## config.mk

```make
export PLATFORM = sky130hd
export DESIGN_NAME = rgb_to_ycbcr420_converter_top
export DESIGN_NICKNAME = d
export VERILOG_FILES = /design/src/sv/rgbyc_pkg.sv /design/src/sv/rgbyc_position.sv /design/src/sv/rgbyc_matrix.sv /design/src/sv/rgb_to_ycbcr420_converter_top.sv
export SDC_FILE = /design/constraint.sdc
export NUM_CORES = 1
export LEC_CHECK = 0
export ABC_AREA = 1
export BUFFER_PORTS_ARGS = -buffer_cell sky130_fd_sc_hd__buf_2
export CORE_MARGIN = 2
export CORE_UTILIZATION = 46
export CTS_BUF_LIST = sky130_fd_sc_hd__clkbuf_8
export DETAILED_ROUTE_END_ITERATION = 7
export SLEW_MARGIN = 30
export SYNTH_ARGS = -nofsm -noshare
export SYNTH_HDL_FRONTEND = slang
export SYNTH_HIERARCHICAL = 1
export SYNTH_SLANG_ARGS = --single-unit
```

## constraint.sdc

```tcl
create_clock -name clk -period 10.4 [get_ports clk]
set_clock_uncertainty 0.05 [all_clocks]
set_input_delay 2.6 -clock clk [delete_from_list [all_inputs] [get_ports clk]]
set_output_delay 2.6 -clock clk [all_outputs]
set_load 0.005 [all_outputs]
```

## src/sv/rgbyc_pkg.sv

```systemverilog
// Shared types and constants for the RGB to YCbCr 4:2:0 converter.
// Depends on nothing; every other file of the block imports it.
package rgbyc_pkg;

  // Largest frame dimension in pixels; the counters and size clamps follow it.
  localparam int MAX_DIMENSION = 4096;

  localparam int PIX_W     = 8;
  localparam int CFG_W     = 13;
  localparam int CFG_IDX_W = 1;
  localparam int CNT_W     = (MAX_DIMENSION > 2) ? $clog2(MAX_DIMENSION) : 1;
  localparam int DIM_W     = $clog2(MAX_DIMENSION + 1);
  localparam int CMP_W     = (DIM_W > CFG_W) ? DIM_W : CFG_W;

  localparam logic [CFG_W-1:0] FRAME_WIDTH_RESET  = CFG_W'(640);
  localparam logic [CFG_W-1:0] FRAME_HEIGHT_RESET = CFG_W'(480);

  typedef enum logic [CFG_IDX_W-1:0] {
    REG_FRAME_WIDTH  = 1'b0,
    REG_FRAME_HEIGHT = 1'b1
  } cfg_reg_t;

  // Fixed-point color matrix: Q16 coefficients, accumulator wide enough for
  // the full signed sum plus the offset.
  localparam int Q_SHIFT = 16;
  localparam int ACC_W   = 26;

  localparam logic signed [ACC_W-1:0] K_YR   = ACC_W'(16843);
  localparam logic signed [ACC_W-1:0] K_YG   = ACC_W'(33030);
  localparam logic signed [ACC_W-1:0] K_YB   = ACC_W'(6423);
  localparam logic signed [ACC_W-1:0] K_CR_R = ACC_W'(28770);
  localparam logic signed [ACC_W-1:0] K_CR_G = ACC_W'(24117);
  localparam logic signed [ACC_W-1:0] K_CR_B = ACC_W'(4653);
  localparam logic signed [ACC_W-1:0] K_CB_R = ACC_W'(9699);
  localparam logic signed [ACC_W-1:0] K_CB_G = ACC_W'(19071);
  localparam logic signed [ACC_W-1:0] K_CB_B = ACC_W'(28770);

  localparam logic signed [ACC_W-1:0] OFS_Y = ACC_W'(16 << Q_SHIFT);
  localparam logic signed [ACC_W-1:0] OFS_C = ACC_W'(128 << Q_SHIFT);

  // Position flags of one pixel, passed from the raster tracker to the datapath.
  typedef struct packed {
    logic chroma_valid;
    logic frame_end;
  } pos_flags_t;

endpackage

```

## src/sv/rgbyc_position.sv

```systemverilog
// Raster position tracker: frame size registers, column and row counters.
// Depends on rgbyc_pkg.
module rgbyc_position (
  input  logic                            clk,
  input  logic                            rst,
  input  logic                            cfg_write,
  input  logic [rgbyc_pkg::CFG_IDX_W-1:0] cfg_index,
  input  logic [rgbyc_pkg::CFG_W-1:0]     cfg_data,
  input  logic                            advance,
  output rgbyc_pkg::pos_flags_t           flags
);
  import rgbyc_pkg::*;

  logic [CFG_W-1:0] frame_width;
  logic [CFG_W-1:0] frame_height;
  logic [CNT_W-1:0] column_count;
  logic [CNT_W-1:0] row_count;
  logic [CMP_W-1:0] eff_width;
  logic [CMP_W-1:0] eff_height;
  logic             last_col;
  logic             last_row;

  // Zero is taken as one, anything above the maximum as the maximum.
  function automatic logic [CMP_W-1:0] eff_size(input logic [CFG_W-1:0] v);
    logic [CMP_W-1:0] wide;
    wide = CMP_W'(v);
    if (v == '0) begin
      return CMP_W'(1);
    end else if (wide > CMP_W'(MAX_DIMENSION)) begin
      return CMP_W'(MAX_DIMENSION);
    end
    return wide;
  endfunction

  always_ff @(posedge clk) begin
    if (rst) begin
      frame_width  <= FRAME_WIDTH_RESET;
      frame_height <= FRAME_HEIGHT_RESET;
    end else if (cfg_write) begin
      case (cfg_reg_t'(cfg_index))
        REG_FRAME_WIDTH:  frame_width  <= cfg_data;
        REG_FRAME_HEIGHT: frame_height <= cfg_data;
        default: ;
      endcase
    end
  end

  always_comb begin
    eff_width  = eff_size(frame_width);
    eff_height = eff_size(frame_height);
    last_col   = (CMP_W'(column_count) + CMP_W'(1)) >= eff_width;
    last_row   = (CMP_W'(row_count) + CMP_W'(1)) >= eff_height;
    flags.chroma_valid = column_count[0] & row_count[0];
    flags.frame_end    = last_col & last_row;
  end

  always_ff @(posedge clk) begin
    if (rst) begin
      column_count <= '0;
      row_count    <= '0;
    end else if (advance) begin
      if (last_col) begin
        column_count <= '0;
        row_count    <= last_row ? '0 : row_count + CNT_W'(1);
      end else begin
        column_count <= column_count + CNT_W'(1);
      end
    end
  end

endmodule

```

## src/sv/rgbyc_matrix.sv

```systemverilog
// Fixed-point BT.601 color matrix with clamping to 0..255.
// Depends on rgbyc_pkg.
module rgbyc_matrix (
  input  logic [rgbyc_pkg::PIX_W-1:0] red,
  input  logic [rgbyc_pkg::PIX_W-1:0] green,
  input  logic [rgbyc_pkg::PIX_W-1:0] blue,
  output logic [rgbyc_pkg::PIX_W-1:0] luma,
  output logic [rgbyc_pkg::PIX_W-1:0] chroma_blue,
  output logic [rgbyc_pkg::PIX_W-1:0] chroma_red
);
  import rgbyc_pkg::*;

  logic signed [ACC_W-1:0] r_ext;
  logic signed [ACC_W-1:0] g_ext;
  logic signed [ACC_W-1:0] b_ext;
  logic signed [ACC_W-1:0] y_acc;
  logic signed [ACC_W-1:0] cb_acc;
  logic signed [ACC_W-1:0] cr_acc;

  // Negative sums give zero; the integer part saturates at 255.
  function automatic logic [PIX_W-1:0] to_byte(input logic signed [ACC_W-1:0] acc);
    if (acc[ACC_W-1]) begin
      return '0;
    end else if (|acc[ACC_W-2:Q_SHIFT+PIX_W]) begin
      return '1;
    end
    return acc[Q_SHIFT+PIX_W-1:Q_SHIFT];
  endfunction

  always_comb begin
    r_ext  = signed'(ACC_W'(red));
    g_ext  = signed'(ACC_W'(green));
    b_ext  = signed'(ACC_W'(blue));
    y_acc  = K_YR * r_ext + K_YG * g_ext + K_YB * b_ext + OFS_Y;
    cb_acc = K_CB_B * b_ext - K_CB_R * r_ext - K_CB_G * g_ext + OFS_C;
    cr_acc = K_CR_R * r_ext - K_CR_G * g_ext - K_CR_B * b_ext + OFS_C;
    luma        = to_byte(y_acc);
    chroma_blue = to_byte(cb_acc);
    chroma_red  = to_byte(cr_acc);
  end

endmodule

```

## src/sv/rgb_to_ycbcr420_converter_top.sv

```systemverilog
// RGB to YCbCr 4:2:0 converter, top level. The input register and the result
// register around the matrix lie between input transfer and presented result;
// they set a throughput of one pixel per cycle while out_ready is high.
// Reset (synchronous, active high) empties the pipeline, clears the raster
// counters and loads the frame size registers with 640 by 480.
// Depends on rgbyc_pkg, rgbyc_position and rgbyc_matrix.
module rgb_to_ycbcr420_converter_top (
  input  logic                            clk,
  input  logic                            rst,
  input  logic                            cfg_write,
  input  logic [rgbyc_pkg::CFG_IDX_W-1:0] cfg_index,
  input  logic [rgbyc_pkg::CFG_W-1:0]     cfg_data,
  input  logic                            in_valid,
  output logic                            in_ready,
  input  logic [rgbyc_pkg::PIX_W-1:0]     red,
  input  logic [rgbyc_pkg::PIX_W-1:0]     green,
  input  logic [rgbyc_pkg::PIX_W-1:0]     blue,
  output logic                            out_valid,
  input  logic                            out_ready,
  output logic [rgbyc_pkg::PIX_W-1:0]     luma,
  output logic [rgbyc_pkg::PIX_W-1:0]     chroma_blue,
  output logic [rgbyc_pkg::PIX_W-1:0]     chroma_red,
  output logic                            chroma_valid,
  output logic                            frame_end
);
  import rgbyc_pkg::*;

  // The pipeline has two registered stages: the input register captures the
  // pixel together with its raster flags, and the result register holds the
  // converted pixel until the output transfer takes it. Each stage moves on
  // when the stage after it is empty or is being emptied in the same cycle,
  // so with out_ready high a full pipeline keeps one transfer per cycle per side.
  logic             in_xfer;
  logic             s1_advance;
  logic             out_advance;
  logic             s1_valid;
  logic [PIX_W-1:0] s1_red;
  logic [PIX_W-1:0] s1_green;
  logic [PIX_W-1:0] s1_blue;
  pos_flags_t       s1_flags;
  pos_flags_t       cur_flags;
  logic [PIX_W-1:0] m_luma;
  logic [PIX_W-1:0] m_cb;
  logic [PIX_W-1:0] m_cr;

  assign out_advance = ~out_valid | out_ready;
  assign s1_advance  = ~s1_valid | out_advance;
  assign in_ready    = s1_advance;
  assign in_xfer     = in_valid & in_ready;

  // The raster counters step once per accepted pixel; the flags they give
  // belong to the pixel being accepted.
  rgbyc_position u_position (
    .clk       (clk),
    .rst       (rst),
    .cfg_write (cfg_write),
    .cfg_index (cfg_index),
    .cfg_data  (cfg_data),
    .advance   (in_xfer),
    .flags     (cur_flags)
  );

  always_ff @(posedge clk) begin
    if (rst) begin
      s1_valid <= 1'b0;
    end else if (s1_advance) begin
      s1_valid <= in_valid;
    end
  end

  always_ff @(posedge clk) begin
    if (in_xfer) begin
      s1_red   <= red;
      s1_green <= green;
      s1_blue  <= blue;
      s1_flags <= cur_flags;
    end
  end

  rgbyc_matrix u_matrix (
    .red         (s1_red),
    .green       (s1_green),
    .blue        (s1_blue),
    .luma        (m_luma),
    .chroma_blue (m_cb),
    .chroma_red  (m_cr)
  );

  always_ff @(posedge clk) begin
    if (rst) begin
      out_valid <= 1'b0;
    end else if (out_advance) begin
      out_valid <= s1_valid;
    end
  end

  // Chroma is forced to zero on every pixel that is not the odd-row,
  // odd-column sample of its 2x2 block.
  always_ff @(posedge clk) begin
    if (out_advance && s1_valid) begin
      luma         <= m_luma;
      chroma_blue  <= s1_flags.chroma_valid ? m_cb : '0;
      chroma_red   <= s1_flags.chroma_valid ? m_cr : '0;
      chroma_valid <= s1_flags.chroma_valid;
      frame_end    <= s1_flags.frame_end;
    end
  end

endmodule
```

# [After elaboration in Yosys (flattened, before gate mapping)]
# Cells that the tools add are included.
[word_totals] ff_bits=104 in_bits=43 out_inout_bits=28 word_cells=83
[classes] n_addsub=13 n_mul=9 n_lt_le_gt_ge=4 muxes=27 n_bitwise=8 n_reduce_logical=6
[ops] cell="26-bit subtractor" count=4
[ops] cell="15-bit by 8-bit multiplier with 23-bit output, first input constant" count=4
[ops] cell="13-bit 2-to-1 mux" count=6
[ops] cell="8-bit 2-to-1 mux" count=9
[ops] cell="14-bit by 8-bit multiplier with 22-bit output, first input constant" count=3
[ops] cell="26-bit by 25-bit adder with 26-bit output, second input constant" count=2
[ops] cell="26-bit adder" count=2
[ops] cell="13-bit by 8-bit multiplier with 21-bit output, first input constant" count=2
[ops] cell="12-bit by 1-bit adder with 13-bit output, second input constant" count=2
[ops] cell="26-bit by 22-bit adder with 26-bit output, second input constant" count=1
[ops] cell="13-bit greater-or-equal comparator" count=2
[ops] cell="13-bit greater-than comparator, second input constant" count=2
[ops] cell="13-bit zero test" count=2
[ops] cell="12-bit by 1-bit adder with 12-bit output, second input constant" count=2
[ops] cell="12-bit 2-to-1 mux" count=2
[ops] cell="1-bit 2-to-1 mux" count=10
[ops] cell="2-bit AND reduction" count=3
[ops] cell="1-bit bitwise AND" count=3
[ops] cell="1-bit inverter" count=3
[ops] cell="1-bit bitwise OR" count=2
[ops] cell="1-bit logical AND" count=1

# [Longest topological paths before layout]
[logic_depth] depth_word=7 ltp_mapped=45 depth_no_buf=45

# [By module]
# Netlist, hierarchy kept.
[modules_own_cells] module="rgbyc_matrix" instances=1 cells_each=2392 area_per_inst_um2=18971.9 seq_area_each_um2=0.0
[modules_own_cells] module="rgbyc_position" instances=1 cells_each=514 area_per_inst_um2=3315.7 seq_area_each_um2=1001.0
[modules_own_cells] module="rgb_to_ycbcr420_converter_top" instances=1 cells_each=98 area_per_inst_um2=1813.0 seq_area_each_um2=1601.5

# [Least setup slack after synthesis]
# Ideal clock, no wire load.
[synth_path] path_kind="register -> register" from="register s1_red[2]" to="register chroma_red[7] (netlist name) (data pin)" setup_time_ns=0.249 arrival_time_ns=7.785 t_required_ns=10.101 setup_slack_ns=2.316 path_stages_with_launch=44 path_buffers=0 period_less_slack_ns=8.084 path_cell_list="edfxtp_1 -> ha_1 -> ha_1 -> fa_1 -> ha_1 -> ha_1 -> nand2_1 -> nor2_1 -> a211oi_1 -> xor2_1 -> fa_1 -> inv_1 -> ha_1 -> fa_1 -> fa_1 -> inv_1 -> ha_1 -> nand2_1 -> [... 8 more ...] -> xnor2_1 -> ha_1 -> ha_1 -> nand2_1 -> nor2_1 -> nand2_1 -> nor4_1 -> nand2_1 -> nand2_1 -> nand4_1 -> nand2_1 -> nand2_1 -> nand2_1 -> nand3_1 -> nand2_1 -> inv_1 -> nand2_1 -> inv_1"
[synth_via] elab_chain_len=7 elab_cells_between_ends=8 classes_between="add/sub (3); mul (1); mux (4)"
[synth_lines] element="from (decl)" line="rgb_to_ycbcr420_converter_top.sv:37" source="logic [PIX_W-1:0] s1_red;"
[synth_lines] element="from (signal assigned)" line="rgb_to_ycbcr420_converter_top.sv:73" source="s1_red <= red;"
[synth_lines] element="14-bit by 8-bit multiplier with 22-bit output *" line="rgbyc_matrix.sv:36" source="cr_acc = K_CR_R * r_ext - K_CR_G * g_ext - K_CR_B * b_ext + OFS_C;"
[synth_lines] element="26-bit subtractor * (2 in series)" line="rgbyc_matrix.sv:36"
[synth_lines] element="26-bit by 25-bit adder with 26-bit output *" line="rgbyc_matrix.sv:36"
[synth_lines] element="1-bit 2-to-1 mux" line="rgbyc_matrix.sv:24" source="end else if (|acc[ACC_W-2:Q_SHIFT+PIX_W]) begin"
[synth_lines] element="1-bit 2-to-1 mux" line="rgbyc_matrix.sv:22" source="if (acc[ACC_W-1]) begin"
[synth_lines] element="8-bit 2-to-1 mux *" line="rgbyc_matrix.sv:27" source="return acc[Q_SHIFT+PIX_W-1:Q_SHIFT];"
[synth_lines] element="named net m_cr[7]" line="rgb_to_ycbcr420_converter_top.sv:44" source="logic [PIX_W-1:0] m_cr;"
[synth_lines] element="to (signal assigned)" line="rgb_to_ycbcr420_converter_top.sv:103" source="chroma_red <= s1_flags.chroma_valid ? m_cr : '0;"
[synth_lines] element="to (decl)" line="rgb_to_ycbcr420_converter_top.sv:22" source="output logic [rgbyc_pkg::PIX_W-1:0] chroma_red,"
# Mark *: on every way through the listed nets, which the timed path passes. The rest lies on a longest branch.
# A chain may end at the register's enable or synchronous reset.

# [Worst setup path after layout]
[layout_path] from="register s1_red[3]" to="register chroma_red[3] (netlist name) (data pin)"
# Same word-level chain as after synthesis.

==> flow_summary.json <==
{
  "wl_mm": 66.5,
  "cap_violations": 0,
  "ys_ff_latch": 104,
  "syn-cell-area_um2": 24100,
  "fin_setup_tns_ns": 0,
  "synth_ff_type": "edfxtp_1",
  "rows": 83,
  "synth_top_family_by_area": "adder cells",
  "die_h_um": 233,
  "cp_slowest_cell": "edfxtp_1",
  "yosysWarningCount": 6,
  "start_util_pct": 46.8,
  "cts_resized": 0,
  "required_ns": 10.58,
  "crit_arrival_ns": 9.43,
  "end_kind": "flip-flop",
  "grt_pass1_vias": 19795,
  "synth-xor-area-share_pct": 5.26,
  "finalCritPeriodShare_pct": 89.0,
  "grt_pass1_wl_mm": 105,
  "reg2reg_to": "chroma_red[3]",
  "grt_max_degree": 48,
  "yosysTopAreaCell": "ha_1",
  "die_w_um": 233,
  "clk_latency_ns": 0.46,
  "post-route-drc-count": 0,
  "min_period_ns": 9.25,
  "tightestPinTransition_ns": 0.876,
  "track_usage_pct": 25.3,
  "synth-async-reset-ratio_pct": 0,
  "clk_path_buf_depth": 2,
  "cts_made_buffers": 9,
  "fillCellCount": 5108,
  "synth_compound_area_share_pct": 8.62,
  "antenna_left": 0,
  "top_usage_layer": "met2",
  "grt_use_met3_pct": 2.29,
  "root_buffer": "clkbuf_8",
  "viasPerCell": 5.17,
  "crit_path_max_fanout": 9,
  "gp_congestion": 0.942,
  "grt.met2_usage_pct": 43.3,
  "overflow": 0,
  "clkTransAtPathRegs_ns": 0.14,
  "setup_violations": 0,
  "finalMaxSlewViolations": 0,
  "yosys.area_share.simple_pct": 15.8,
  "seq_area_frac_synth_pct": 10.8,
  "core_area_um2": 51500,
  "reg2reg_depth": 39,
  "startpoint": "s1_red[3]",
  "cts_setup_buffers": 0,
  "synth.avg_cell_area_um2": 8.02,
  "dr.pass1.iters": 5,
  "synth-edff-count": 52,
  "syn-num-nets": 3833,
  "detail_route.wl_per_cell_um": 17.6,
  "io_buffer_count": 70,
  "dp_hpwl_mm": 57.0,
  "layout_common_cells": "675 x inv_1, 542 x ha_1, 515 x nand2_1",
  "hold_viol_final": 0,
  "crit_type": "flip-flop to flip-flop",
  "r2r_start": "s1_red[3]",
  "crit_top_cell": "ha_1",
  "synth_cells": 3004,
  "synthAdderAreaFrac_pct": 48.4,
  "cts_tree": "done",
  "slew_headroom_pct": 41.6,
  "nets": 3913,
  "outcome": "complete, no violations",
  "synthMuxAreaShare_pct": 0,
  "cts-htree-levels": 3,
  "synth.distinct_cells": 51,
  "critPathLaunchType": "flip-flop",
  "layout_commonest_cell": "inv_1",
  "use_met1_pct": 34.6,
  "antenna_found_initial": 0,
  "rsz0062_at_grt": "false",
  "cts.sinks": 104,
  "regToRegSetupSlack_ns": 1.15,
  "drt_iter0_drc": 963,
  "slowest_delay_ns": 0.68,
  "layout-drive-gt1-share_pct": 5.47,
  "endpoint": "chroma_red[3]",
  "route.vias.total": 19492,
  "fmax_mhz": 108,
  "pin_count": 71,
  "cts_hold_buf": 0,
  "syn2layout_area_growth_pct": 6.02,
  "hold_path_class": "flip-flop to flip-flop",
  "dieArea_um2": 54200,
  "yosysTopAreaCellShare_pct": 28.1,
  "synth_area_leaders": "ha_1 28%, fa_1 20%, inv_1 11%"
}
## per-layer routing
layer	vias up	part of all wire, %
met2	376	47
met5	-	0
met3	35	3.9
li1	9716	-
met1	9365	47
met4	0	1.6
## sequential cells by signal (all words and copies together) (netlist names)
register,flops
chroma_red,8
u_position/frame_width,13
s1_flags,2
u_position/row_count,12
chroma_valid,1
s1_valid,1
u_position/column_count,12
s1_green,8
s1_blue,8
frame_end,1
chroma_blue,8
s1_red,8
u_position/frame_height,13
out_valid,1
luma,8
## metrics by stage
stage | std cells | setup slack, ns | hold slack, ns | cell area, um2 | util, %
2_1_floorplan | 3004 | 2.32 | 0.350 | 24100 | -
3_3_place_gp | 3752 | 1.42 | 0.362 | 25300 | 49.2
3_5_place_dp | 3753 | 1.26 | 0.370 | 25300 | 49.2
4_1_cts | 3769 | 1.19 | 0.388 | 25500 | 49.6
5_1_grt | 3769 | 0.309 | 0.396 | 25500 | 49.6
6_report | 3771 | 1.15 | 0.392 | 25600 | 49.6
## cells in the mapped netlist (all sizes together), types with 33 or more instances
library cell and instances:
xor2 97, ha 542, nor2 199, nand2 538
nand3 100, nand4 33, o21ai 90, dfxtp 52
inv 679, a21oi 202, edfxtp 52, fa 244
xnor2 46
## worst min path at each step
stage | slack (ns) | cells past startpoint | endpoint | startpoint
5_1_grt | 0.40 | 0 | frame_end | s1_flags[0]
6_report | 0.39 | 0 | frame_end | s1_flags[0]
4_1_cts | 0.39 | 0 | frame_end | s1_flags[0]
2_1_floorplan | 0.35 | 0 | frame_end | s1_flags[0]
3_3_place_gp | 0.36 | 0 | frame_end | s1_flags[0]
3_5_place_dp | 0.37 | 0 | frame_end | s1_flags[0]
## cell type report
cell class / instances / area (um2) / area share [%]
Antenna cell: 2 / 5.00 / 0.0196
Clock buffer: 9 / 124 / 0.485
Clock inverter: 7 / 80.1 / 0.313
Inverter: 680 / 2550 / 9.99
Multi-Input combinational cell: 2201 / 18800 / 73.7
Sequential cell: 104 / 2600 / 10.2
Tap cell: 680 / 851 / 3.33
Timing Repair Buffer: 88 / 493 / 1.93
## critical path: cells and delay by family, from the launching register on
kind / cells / cell delay [ns]
xor+xnor: 3 / 0.39
fa+ha+maj: 12 / 4.76
simple gates: 13 / 1.52
buf+inv: 6 / 0.34
compound gates: 5 / 1.28
flops: 1 / 0.68
## cell families (layout without fill, tap and decap cells)
kind of cell,Yosys count,after routing
compound gates,371,371
flops,104,104
xor+xnor,143,143
fa+ha+maj,786,786
other cells,0,2
simple gates,901,901
buf+inv,699,784
Power is not shown: default switching activity piles up to over one toggle a cycle in this logic, so the estimate is an artifact.
